$ cat config.mk
export PLATFORM = sky130hd
export DESIGN_NAME = integer_to_radix_text
export DESIGN_NICKNAME = d
export VERILOG_FILES = /design/src/sv/itrt_pkg.sv /design/src/sv/integer_to_radix_text.sv /design/src/sv/itrt_ram.sv /design/src/sv/itrt_queue.sv /design/src/sv/itrt_front.sv /design/src/sv/itrt_back.sv
export SDC_FILE = /design/constraint.sdc
export NUM_CORES = 1
export LEC_CHECK = 0
export BUFFER_PORTS_ARGS = -buffer_cell sky130_fd_sc_hd__buf_4
export CAP_MARGIN = 10
export CORE_MARGIN = 2
export CORE_UTILIZATION = 35
export DETAILED_ROUTE_END_ITERATION = 7
export PLACE_DENSITY = 0.51
export SYNTH_ARGS = -nofsm -noshare
export SYNTH_HDL_FRONTEND = slang
export SYNTH_SLANG_ARGS = --single-unit
$ cat constraint.sdc
create_clock -name clock -period 16.92 [get_ports clock]
set_input_delay 3.384 -clock clock [delete_from_list [all_inputs] [get_ports clock]]
set_output_delay 3.384 -clock clock [all_outputs]
set_load 0.01 [all_outputs]
$ cat src/sv/itrt_pkg.sv
package itrt_pkg;

   localparam int VALUE_WIDTH_DEF = 32;
   localparam int RADIX_W         = 6;
   localparam int CHAR_W          = 8;
   localparam int DIGIT_W         = 6;
   localparam int STEP_BITS       = 8;   // quotient bits resolved per divider cycle
   localparam int QUEUE_DEPTH     = 2;

   localparam logic [CHAR_W-1:0]  CH_ZERO    = 8'h30;
   localparam logic [CHAR_W-1:0]  CH_LOWER_A = 8'h61;
   localparam logic [CHAR_W-1:0]  CH_MINUS   = 8'h2D;
   localparam logic [RADIX_W-1:0] DEC_BASE   = 6'd10;
   localparam logic [RADIX_W-1:0] RADIX_MIN  = 6'd2;
   localparam logic [RADIX_W-1:0] RADIX_MAX  = 6'd36;

   typedef enum logic [2:0] {
      S_IDLE,
      S_DIV,
      S_SIGN,
      S_READ,
      S_LOAD
   } state_type;

   typedef struct packed {
      logic                neg;
      logic [RADIX_W-1:0]  radix;
   } job_ctl_type;

   function automatic logic [CHAR_W-1:0] digit_char(input logic [DIGIT_W-1:0] d);
      logic [CHAR_W-1:0] dw;
      dw = {{(CHAR_W-DIGIT_W){1'b0}}, d};
      if (d < DIGIT_W'(DEC_BASE)) begin
         return CH_ZERO + dw;
      end
      return CH_LOWER_A + dw - CHAR_W'(DEC_BASE);
   endfunction

endpackage

$ cat src/sv/integer_to_radix_text.sv
// Integer to ASCII text in base 2..36. A request transaction carries a signed value and a
// radix; the block answers with one response transaction per character, most significant
// first, rsp_last marking the final one. Digits above nine are lower-case letters, zero is
// a single '0'. Base ten is signed (leading '-', the most negative value prints as its
// magnitude); every other base prints the raw unsigned bit pattern. A radix below 2 is
// treated as 2 and one above 36 as 36. The digit divider resolves each digit at 8 quotient
// bits per cycle; each digit character is then read from the digit stack's registered
// read port and loaded into the response register, after a leading '-' when negative;
// a response that is not taken holds those loads. Requests queue two deep ahead of the
// divider; the response register lets the next character be prepared while one waits.

module integer_to_radix_text
   import itrt_pkg::*;
#(
   parameter int VALUE_WIDTH = VALUE_WIDTH_DEF
) (
   input  logic                   clock,
   input  logic                   reset,
   input  logic                   req_valid,
   output logic                   req_ready,
   input  logic [VALUE_WIDTH-1:0] req_value,
   input  logic [RADIX_W-1:0]     req_radix,
   output logic                   rsp_valid,
   input  logic                   rsp_ready,
   output logic [CHAR_W-1:0]      rsp_char_out,
   output logic                   rsp_last
);

   localparam int JOB_W = VALUE_WIDTH + $bits(job_ctl_type);

   // front: radix clamp, sign decision, magnitude
   logic                   push_valid, push_ready;
   logic [VALUE_WIDTH-1:0] push_mag;
   job_ctl_type            push_ctl;

   // back side of the job queue
   logic                   job_valid, job_ready;
   logic [JOB_W-1:0]       job_data;
   logic [VALUE_WIDTH-1:0] job_mag;
   job_ctl_type            job_ctl;

   itrt_front #(
      .VALUE_WIDTH (VALUE_WIDTH)
   ) u_front (
      .req_valid  (req_valid),
      .req_ready  (req_ready),
      .req_value  (req_value),
      .req_radix  (req_radix),
      .push_valid (push_valid),
      .push_ready (push_ready),
      .push_mag   (push_mag),
      .push_ctl   (push_ctl)
   );

   itrt_queue #(
      .DATA_W (JOB_W)
   ) u_queue (
      .clock      (clock),
      .reset      (reset),
      .push_valid (push_valid),
      .push_ready (push_ready),
      .push_data  ({push_mag, push_ctl}),
      .pop_valid  (job_valid),
      .pop_ready  (job_ready),
      .pop_data   (job_data)
   );

   assign job_mag = job_data[JOB_W-1 -: VALUE_WIDTH];
   assign job_ctl = job_data[$bits(job_ctl_type)-1:0];

   // back: digit divider, digit stack, character emission
   itrt_back #(
      .VALUE_WIDTH (VALUE_WIDTH)
   ) u_back (
      .clock        (clock),
      .reset        (reset),
      .job_valid    (job_valid),
      .job_ready    (job_ready),
      .job_mag      (job_mag),
      .job_ctl      (job_ctl),
      .rsp_valid    (rsp_valid),
      .rsp_ready    (rsp_ready),
      .rsp_char_out (rsp_char_out),
      .rsp_last     (rsp_last)
   );

endmodule

$ cat src/sv/itrt_ram.sv
module itrt_ram #(
   parameter int WIDTH = 6,
   parameter int DEPTH = 32
) (
   input  logic                     clock,
   input  logic                     wr_en,
   input  logic [$clog2(DEPTH)-1:0] wr_addr,
   input  logic [WIDTH-1:0]         wr_data,
   input  logic                     rd_en,
   input  logic [$clog2(DEPTH)-1:0] rd_addr,
   output logic [WIDTH-1:0]         rd_data
);

   logic [WIDTH-1:0] mem_ff [DEPTH];
   logic [WIDTH-1:0] rd_data_ff;

   always_ff @(posedge clock) begin
      if (wr_en) begin
         mem_ff[wr_addr] <= wr_data;
      end
      if (rd_en) begin
         rd_data_ff <= mem_ff[rd_addr];
      end
   end

   assign rd_data = rd_data_ff;

endmodule

$ cat src/sv/itrt_queue.sv
module itrt_queue
   import itrt_pkg::*;
#(
   parameter int DATA_W = 39
) (
   input  logic              clock,
   input  logic              reset,
   input  logic              push_valid,
   output logic              push_ready,
   input  logic [DATA_W-1:0] push_data,
   output logic              pop_valid,
   input  logic              pop_ready,
   output logic [DATA_W-1:0] pop_data
);

   localparam int QIW = $clog2(QUEUE_DEPTH);

   logic [DATA_W-1:0] slot_ff [QUEUE_DEPTH];
   logic [QIW-1:0]    wr_ptr_ff, wr_ptr_in;
   logic [QIW-1:0]    rd_ptr_ff, rd_ptr_in;
   logic [QIW:0]      count_ff, count_in;
   logic              do_push, do_pop;

   assign push_ready = (count_ff != (QIW+1)'(QUEUE_DEPTH));
   assign pop_valid  = (count_ff != '0);
   assign pop_data   = slot_ff[rd_ptr_ff];
   assign do_push    = push_valid && push_ready;
   assign do_pop     = pop_valid && pop_ready;

   always_comb begin
      wr_ptr_in = do_push ? wr_ptr_ff + 1'b1 : wr_ptr_ff;
      rd_ptr_in = do_pop  ? rd_ptr_ff + 1'b1 : rd_ptr_ff;
      count_in  = count_ff;
      if (do_push && !do_pop) begin
         count_in = count_ff + 1'b1;
      end else if (do_pop && !do_push) begin
         count_in = count_ff - 1'b1;
      end
   end

   always_ff @(posedge clock) begin
      if (reset) begin
         wr_ptr_ff <= '0;
         rd_ptr_ff <= '0;
         count_ff  <= '0;
      end else begin
         wr_ptr_ff <= wr_ptr_in;
         rd_ptr_ff <= rd_ptr_in;
         count_ff  <= count_in;
      end
      if (do_push) begin
         slot_ff[wr_ptr_ff] <= push_data;
      end
   end

endmodule

$ cat src/sv/itrt_front.sv
module itrt_front
   import itrt_pkg::*;
#(
   parameter int VALUE_WIDTH = VALUE_WIDTH_DEF
) (
   input  logic                   req_valid,
   output logic                   req_ready,
   input  logic [VALUE_WIDTH-1:0] req_value,
   input  logic [RADIX_W-1:0]     req_radix,
   output logic                   push_valid,
   input  logic                   push_ready,
   output logic [VALUE_WIDTH-1:0] push_mag,
   output job_ctl_type            push_ctl
);

   logic [RADIX_W-1:0] radix_sat;
   logic               neg;

   // saturate base into 2..36
   always_comb begin
      radix_sat = req_radix;
      if (req_radix < RADIX_MIN) begin
         radix_sat = RADIX_MIN;
      end else if (req_radix > RADIX_MAX) begin
         radix_sat = RADIX_MAX;
      end
   end

   // only base ten is signed
   assign neg = (radix_sat == DEC_BASE) && req_value[VALUE_WIDTH-1];

   assign push_mag       = neg ? (VALUE_WIDTH'(0) - req_value) : req_value;
   assign push_ctl.neg   = neg;
   assign push_ctl.radix = radix_sat;
   assign push_valid     = req_valid;
   assign req_ready      = push_ready;

endmodule

$ cat src/sv/itrt_back.sv
module itrt_back
   import itrt_pkg::*;
#(
   parameter int VALUE_WIDTH = VALUE_WIDTH_DEF
) (
   input  logic                   clock,
   input  logic                   reset,
   input  logic                   job_valid,
   output logic                   job_ready,
   input  logic [VALUE_WIDTH-1:0] job_mag,
   input  job_ctl_type            job_ctl,
   output logic                   rsp_valid,
   input  logic                   rsp_ready,
   output logic [CHAR_W-1:0]      rsp_char_out,
   output logic                   rsp_last
);

   localparam int CHUNKS = (VALUE_WIDTH + STEP_BITS - 1) / STEP_BITS;
   localparam int DIV_W  = CHUNKS * STEP_BITS;
   localparam int CNT_W  = $clog2(CHUNKS) + 1;
   localparam int AW     = $clog2(VALUE_WIDTH);

   state_type state_ff, state_in;

   logic [DIV_W-1:0]   div_ff, div_in;
   logic [DIGIT_W-1:0] rem_ff, rem_in;
   logic [RADIX_W-1:0] radix_ff, radix_in;
   logic               neg_ff, neg_in;
   logic [CNT_W-1:0]   chunk_ff, chunk_in;
   logic [AW-1:0]      wr_ptr_ff, wr_ptr_in;
   logic [AW-1:0]      ptr_ff, ptr_in;

   logic               rsp_valid_ff, rsp_valid_in;
   logic [CHAR_W-1:0]  rsp_char_ff, rsp_char_in;
   logic               rsp_last_ff, rsp_last_in;

   logic [DIV_W-1:0]   step_div;
   logic [DIGIT_W-1:0] step_rem;
   logic [DIGIT_W:0]   trial;
   logic               chunk_done;
   logic               quot_zero;
   logic               slot_free;
   logic               ram_wr_en;
   logic               ram_rd_en;
   logic [DIGIT_W-1:0] ram_rd_data;

   // restoring division, STEP_BITS quotient bits per cycle; div_ff turns into the quotient
   always_comb begin
      step_div = div_ff;
      step_rem = rem_ff;
      trial    = '0;
      for (int i = 0; i < STEP_BITS; i++) begin
         trial    = {step_rem, step_div[DIV_W-1]};
         step_div = {step_div[DIV_W-2:0], 1'b0};
         if (trial >= {1'b0, radix_ff}) begin
            trial       = trial - {1'b0, radix_ff};
            step_div[0] = 1'b1;
         end
         step_rem = trial[DIGIT_W-1:0];
      end
   end

   assign chunk_done = (chunk_ff == CNT_W'(CHUNKS - 1));
   assign quot_zero  = (step_div == '0);
   assign slot_free  = !rsp_valid_ff || rsp_ready;
   assign job_ready  = (state_ff == S_IDLE);
   assign ram_wr_en  = (state_ff == S_DIV) && chunk_done;
   assign ram_rd_en  = (state_ff == S_READ);

   // next state
   always_comb begin
      state_in = state_ff;
      case (state_ff)
         S_IDLE: begin
            if (job_valid) begin
               state_in = S_DIV;
            end
         end
         S_DIV: begin
            if (chunk_done && quot_zero) begin
               state_in = neg_ff ? S_SIGN : S_READ;
            end
         end
         S_SIGN: begin
            if (slot_free) begin
               state_in = S_READ;
            end
         end
         S_READ: begin
            state_in = S_LOAD;
         end
         S_LOAD: begin
            if (slot_free) begin
               state_in = (ptr_ff == '0) ? S_IDLE : S_READ;
            end
         end
         default: begin
            state_in = S_IDLE;
         end
      endcase
   end

   // datapath and outputs
   always_comb begin
      div_in       = div_ff;
      rem_in       = rem_ff;
      radix_in     = radix_ff;
      neg_in       = neg_ff;
      chunk_in     = chunk_ff;
      wr_ptr_in    = wr_ptr_ff;
      ptr_in       = ptr_ff;
      rsp_valid_in = rsp_valid_ff && !rsp_ready;
      rsp_char_in  = rsp_char_ff;
      rsp_last_in  = rsp_last_ff;
      case (state_ff)
         S_IDLE: begin
            if (job_valid) begin
               div_in    = DIV_W'(job_mag);
               rem_in    = '0;
               radix_in  = job_ctl.radix;
               neg_in    = job_ctl.neg;
               chunk_in  = '0;
               wr_ptr_in = '0;
            end
         end
         S_DIV: begin
            div_in = step_div;
            rem_in = step_rem;
            if (chunk_done) begin
               chunk_in = '0;
               rem_in   = '0;
               if (quot_zero) begin
                  ptr_in = wr_ptr_ff;
               end else begin
                  wr_ptr_in = wr_ptr_ff + 1'b1;
               end
            end else begin
               chunk_in = chunk_ff + 1'b1;
            end
         end
         S_SIGN: begin
            if (slot_free) begin
               rsp_valid_in = 1'b1;
               rsp_char_in  = CH_MINUS;
               rsp_last_in  = 1'b0;
            end
         end
         S_READ: begin
         end
         S_LOAD: begin
            if (slot_free) begin
               rsp_valid_in = 1'b1;
               rsp_char_in  = digit_char(ram_rd_data);
               rsp_last_in  = (ptr_ff == '0);
               if (ptr_ff != '0) begin
                  ptr_in = ptr_ff - 1'b1;
               end
            end
         end
         default: begin
         end
      endcase
   end

   always_ff @(posedge clock) begin
      if (reset) begin
         state_ff     <= S_IDLE;
         rsp_valid_ff <= 1'b0;
      end else begin
         state_ff     <= state_in;
         rsp_valid_ff <= rsp_valid_in;
      end
      div_ff      <= div_in;
      rem_ff      <= rem_in;
      radix_ff    <= radix_in;
      neg_ff      <= neg_in;
      chunk_ff    <= chunk_in;
      wr_ptr_ff   <= wr_ptr_in;
      ptr_ff      <= ptr_in;
      rsp_char_ff <= rsp_char_in;
      rsp_last_ff <= rsp_last_in;
   end

   // digit stack: written least significant first, read back top down
   itrt_ram #(
      .WIDTH (DIGIT_W),
      .DEPTH (VALUE_WIDTH)
   ) u_digits (
      .clock   (clock),
      .wr_en   (ram_wr_en),
      .wr_addr (wr_ptr_ff),
      .wr_data (step_rem),
      .rd_en   (ram_rd_en),
      .rd_addr (ptr_ff),
      .rd_data (ram_rd_data)
   );

   assign rsp_valid    = rsp_valid_ff;
   assign rsp_char_out = rsp_char_ff;
   assign rsp_last     = rsp_last_ff;

endmodule

==> flow_summary.json, run 1 <==
{
  "yosysMostFrequentCell": "edfxtp_1",
  "grt_pass1_wl_um": 65600,
  "slew_headroom_pct": 27.9,
  "start_util_pct": 35.5,
  "grt_max_degree": 68,
  "fin_crit_ns": 16.11,
  "grt_util_all_layers_pct": 16.3,
  "yosys_warnings": 0,
  "fin_crit_sh_pct": 95.2,
  "critPathSlowestCell": "a2111o_1",
  "worstPathArrival_ns": 16.51,
  "cts_sinks": 352,
  "async_flop_share_pct": 0,
  "use_met3_pct": 2.73,
  "crit_path_end_kind": "flip-flop",
  "drt-pass1-iter-count": 5,
  "stdcell_area_um2": 21100,
  "start_kind": "flip-flop",
  "synth_enable_flop_cells": 343,
  "fmax_mhz": 62.1,
  "rows": 82,
  "finish.utilization_pct": 42.1,
  "final_hold_viol_count": 0,
  "clockRootBuffer": "clkbuf_16",
  "synth_common_cells": "343 x edfxtp_1, 100 x nor2_1, 80 x nand2_1, 69 x o21ai_0, 63 x ha_1",
  "worst_pin_slew_ns": 1.08,
  "remaining_drc_errors": 0,
  "die_w_um": 230,
  "crit_top_cell": "ha_1",
  "antenna_found_initial": 3,
  "slowest_delay_ns": 0.45,
  "die_y_um": 230,
  "numCtsBuffers": 39,
  "hpwl_um": 29600,
  "setup_ws_ns": 0.811,
  "ios": 53,
  "place_congestion": 0.913,
  "num-fill-cells": 4562,
  "final_nets": 1520,
  "startpoint": "u_back.rem_ff[3]",
  "worstPathMaxFanout": 16,
  "worst-setup-path-type": "reg -> reg",
  "required_ns": 17.32,
  "finalWirelength_um": 44400,
  "yosysTopAreaCell": "edfxtp_1",
  "path_clk_slew_ns": 0.06,
  "vias": 11163,
  "skew_ns": 0.0301,
  "min_from": "u_queue.rd_ptr_ff",
  "dpl_cell_area_um2": 19300,
  "dp_cells": 2013,
  "cp_top_family": "compound AO/OA/AOI/OAI gates",
  "htreeDepth": 2,
  "hold_class": "reg -> reg",
  "status": "finished clean",
  "ys.flop_type": "edfxtp_1",
  "drtIter0Drc": 900,
  "grt-busiest-layer": "met2",
  "io_buffers": 52,
  "first_global_vias": 10939,
  "final_layout_size_suffix_gt1_share_pct": 23.8,
  "clock_path_buffers": 3,
  "ant_nets": 0,
  "synthCells": 1296,
  "slew_viol_final": 0,
  "synth.yosys.seq_area_share_pct": 58.8,
  "syn-mean-instance-area_um2": 13.8,
  "cap_violations": 0,
  "grtUsageMet1_pct": 22.8,
  "cts_tree": "yes",
  "viasPerCell": 5.30,
  "core_area_um2": 50200,
  "cp_num_buf_inv": 8,
  "overflow": 0,
  "hold_buffers": 0,
  "synth_seq_cells": 352,
  "clock_latency_ns": 0.56,
  "syn_nets": 1409,
  "area_growth_pct": 18.6,
  "dieArea_um2": 52700,
  "dp_worst_setup_slack_ns": -0.188,
  "setup_viol": 0,
  "synthTopCellsByArea": "edfxtp_1 58%, mux4_2 7.6%, ha_1 4.4%",
  "synthesis.area_um2": 17800,
  "synth_cell_types": 89,
  "avgRoutedWirePerCell_um": 21.1,
  "timing.rr.start": "u_back.rem_ff[3]",
  "met2_usage_pct": 25.8,
  "synth.top_cell.area_share_pct": 57.8,
  "fin_cells": 2108
}
[flip-flops by register name, summed over array words and instances (netlist names), 2 cells and up, named ones only]
register                 flops
u_back.ptr_ff                5
u_back.rem_ff                6
u_back.u_digits.mem_ff     192
u_queue.count_ff             2
u_back.rsp_char_out          8
u_back.u_digits.rd_data      6
u_back.wr_ptr_ff             5
u_back.chunk_ff              3
u_back.state_ff              3
u_queue.slot_ff             78
u_back.radix_ff              6
u_back.div_ff               32
[routing by layer]
| layer | part of all wire [%] | wire (um) | vias up |
|---|---|---|---|
| met3 | 4.5 | 1980 | 80 |
| li1 | - | - | 5242 |
| met2 | 47 | 21100 | 272 |
| met4 | 2.6 | 1160 | 0 |
| met5 | 0 | 0 | - |
| met1 | 45 | 20200 | 5569 |
[worst paths after layout]
check                                       to  slack [ns]  cells past startpoint
setup / recovery  u_back.u_digits.mem_ff[7][2]        0.81                     71
hold / removal               u_queue.rd_ptr_ff        0.51                      2
setup reg to reg  u_back.u_digits.mem_ff[7][2]        0.81                     71
hold reg to reg              u_queue.rd_ptr_ff        0.51                      2
[layout by cell type (no fill, tap or decap), types with 21 or more instances in the layout]
master	count
xnor2_1	43
mux2_2	21
mux2i_1	37
edfxtp_1	343
mux4_2	60
ha_1	60
nor2b_1	21
nand2_1	78
inv_1	61
clkbuf_16	41
nor2_1	97
buf_4	102
a21oi_1	39
o21ai_0	61
[final cells by class]
class | instances | area (um2) | area share, %
sequential | 352 | 10500 | 49.6
clock buffer | 45 | 1020 | 4.82
antenna | 1 | 2.50 | 0.0118
clock inverter | 24 | 290 | 1.37
inverter | 63 | 236 | 1.12
multi-input combinational | 841 | 7340 | 34.7
tap | 672 | 841 | 3.98
timing repair buffer | 110 | 931 | 4.40
[stage by stage]
stage	hold slack [ns]	TNS, ns
global placement	0.486	0
detailed placement	0.498	-5.95
floorplan	0.472	0
CTS	0.498	0
finish	0.506	0
global route	0.543	-9.11
[cell families after synthesis]
| logic type | after synthesis | synth area share (%) |
|---|---|---|
| buffers and inverters | 110 | 2.33 |
| and+or+nand+nor | 337 | 9.57 |
| xor gates and xnor gates | 58 | 2.85 |
| muxes | 124 | 11.4 |
| adders and majority gates | 71 | 5.32 |
| DFF | 352 | 58.8 |
| AOI/OAI and AO/OA | 244 | 9.74 |
[what timing repair did]
item / CTS / global route
gates resized for setup: 5 / 57
hold endpoints to repair: 0 / 0
pin swaps: 1 / 10
setup buffers: 0 / 17
endpoints found under the setup margin: 168 / 211
cloned: 1 / 7
[worst register-to-register path, delay by kind of cell, from the launching register on]
family          cells  cell delay (ns)
buf+inv             8             1.42
mux                 3             0.94
flops               1             0.40
compound gates     33             7.29
fa+ha+maj           8             2.55
simple gates       19             3.40
Power of run 1 is left out: the tool's default activity adds up to more than one toggle a clock period on the data nets, which glitch-free logic cannot reach.
==> run 2: changes to the inputs <==
--- a/config.mk
+++ b/config.mk
@@ -9,6 +9,7 @@
 export CAP_MARGIN = 10
 export CORE_MARGIN = 2
 export CORE_UTILIZATION = 35
+export CTS_BUF_LIST = sky130_fd_sc_hd__clkbuf_8 sky130_fd_sc_hd__clkbuf_16
 export DETAILED_ROUTE_END_ITERATION = 7
 export PLACE_DENSITY = 0.51
 export SYNTH_ARGS = -nofsm -noshare
==> flow_summary.json, run 2 (synthesized netlist as in run 1, its figures left out) <==
{
  "viasPerCell": 5.30,
  "skew_ns": 0.0303,
  "antenna_found_initial": 3,
  "fin_crit_ns": 16.12,
  "final_common_cell": "edfxtp_1",
  "startpoint": "u_back.rem_ff[3]",
  "worst-r2r-cell-count": 71,
  "core_area_um2": 50200,
  "hpwl_um": 29600,
  "cts_tree": "yes",
  "start_kind": "flip-flop",
  "finalWirelength_um": 44400,
  "r2r_slack_ns": 0.80,
  "rows": 82,
  "worstPathArrival_ns": 16.52,
  "largest_register_ff_count": 192,
  "clock_latency_ns": 0.56,
  "timing.rr.start": "u_back.rem_ff[3]",
  "worstPathMaxFanout": 16,
  "slew_headroom_pct": 28.0,
  "final_layout_size_suffix_gt1_share_pct": 23.8,
  "avgRoutedWirePerCell_um": 21.1,
  "numCtsBuffers": 39,
  "area_growth_pct": 18.6,
  "die_w_um": 230,
  "drtIter0Drc": 886,
  "remaining_drc_errors": 0,
  "status": "finished clean",
  "slew_viol_final": 0,
  "path_clk_slew_ns": 0.06,
  "vias": 11174,
  "ant_nets": 0,
  "grt_pass1_wl_um": 65600,
  "start_util_pct": 35.5,
  "setup_viol": 0,
  "wl_met3_um": 2060,
  "cap_violations": 0,
  "die_y_um": 230,
  "worst-setup-path-type": "reg -> reg",
  "crit_top_cell": "ha_1",
  "top_regs": "u_back.u_digits.mem_ff x192, u_queue.slot_ff x78, u_back.div_ff x32",
  "finish.utilization_pct": 42.1,
  "cts_sinks": 352,
  "regMostFlops": "u_back.u_digits.mem_ff",
  "hold_class": "reg -> reg",
  "grt_max_degree": 68,
  "io_buffers": 52,
  "htreeDepth": 2,
  "ios": 53,
  "place_congestion": 0.913,
  "fin_crit_sh_pct": 95.2,
  "wirelength_met1_um": 20200,
  "r2r-end": "u_back.u_digits.mem_ff[7][2]",
  "worstSetupEndpoint": "u_back.u_digits.mem_ff[7][2]",
  "final_nets": 1520,
  "drt-pass1-iter-count": 5,
  "critPathSlowestCell": "a2111o_1",
  "required_ns": 17.32,
  "clockRootBuffer": "clkbuf_16",
  "first_global_vias": 10937,
  "num-fill-cells": 4562,
  "topRoutingLayerUsed": "met4",
  "hold_path_depth": 2,
  "met2_wirelength_um": 21100,
  "final_hold_viol_count": 0,
  "grt_util_all_layers_pct": 16.3,
  "fmax_mhz": 62.1,
  "clock_path_buffers": 3,
  "final_cell_mix": "343 x edfxtp_1, 102 x buf_4, 97 x nor2_1, 78 x nand2_1, 66 x inv_1",
  "crit_path_end_kind": "flip-flop",
  "dieArea_um2": 52700,
  "overflow": 0,
  "slowest_delay_ns": 0.45,
  "worst_pin_slew_ns": 1.08
}
-- run 2: metal layers --
metal | vias to the layer above | GRT usage [%]
met5 | - | 0
met4 | 0 | 5.36
met3 | 80 | 2.73
met2 | 279 | 25.8
met1 | 5572 | 22.8
li1 | 5243 | -
-- run 2: final cells by class --
cell class | count | area, um2 | area share, %
clock buffer | 40 | 1000 | 4.73
multi-input combinational | 841 | 7340 | 34.7
tap | 672 | 841 | 3.98
inverter | 63 | 236 | 1.12
timing repair buffer | 110 | 931 | 4.40
antenna | 1 | 2.50 | 0.0118
clock inverter | 29 | 309 | 1.46
sequential | 352 | 10500 | 49.6
-- run 2: what timing repair did --
| action | 4_1_cts | 5_1_grt |
|---|---|---|
| buffers inserted | 0 | 17 |
| gates cloned | 1 | 7 |
| gates resized for setup | 5 | 57 |
| endpoints found under the setup margin | 168 | 211 |
| pin swaps | 1 | 10 |
| hold buffers | 0 | 0 |
-- run 2: worst min path at each step --
stage / startpoint / slack, ns / endpoint
floorplan: u_queue.rd_ptr_ff / 0.47 / flip-flop
global placement: u_queue.rd_ptr_ff / 0.49 / u_queue.rd_ptr_ff
detailed placement: u_queue.rd_ptr_ff / 0.50 / u_queue.rd_ptr_ff
CTS: u_queue.rd_ptr_ff / 0.50 / flip-flop
global route: u_queue.rd_ptr_ff / 0.54 / flip-flop
finish: u_queue.rd_ptr_ff / 0.51 / u_queue.rd_ptr_ff
-- run 2: critical path, delay by kind of cell, from the launching register on --
kind / cells / cell delay (ns)
compound gates: 33 / 7.28
fa+ha+maj: 8 / 2.55
buf+inv: 8 / 1.40
flops: 1 / 0.40
mux: 3 / 0.94
simple gates: 19 / 3.39
-- run 2: stage by stage --
| stage | std cells | setup slack [ns] | area [um2] | TNS [ns] | hold slack [ns] |
|---|---|---|---|---|---|
| detailed placement | 2013 | -0.188 | 19300 | -5.95 | 0.498 |
| floorplan | 1296 | 0.00999 | 17900 | 0 | 0.472 |
| finish | 2108 | 0.805 | 21100 | 0 | 0.506 |
| global route | 2108 | -0.152 | 21100 | -9.11 | 0.543 |
| CTS | 2083 | 0.0533 | 20600 | 0 | 0.498 |
| global placement | 2013 | 0.179 | 19300 | 0 | 0.486 |
Power of run 2 is left out for the same reason.
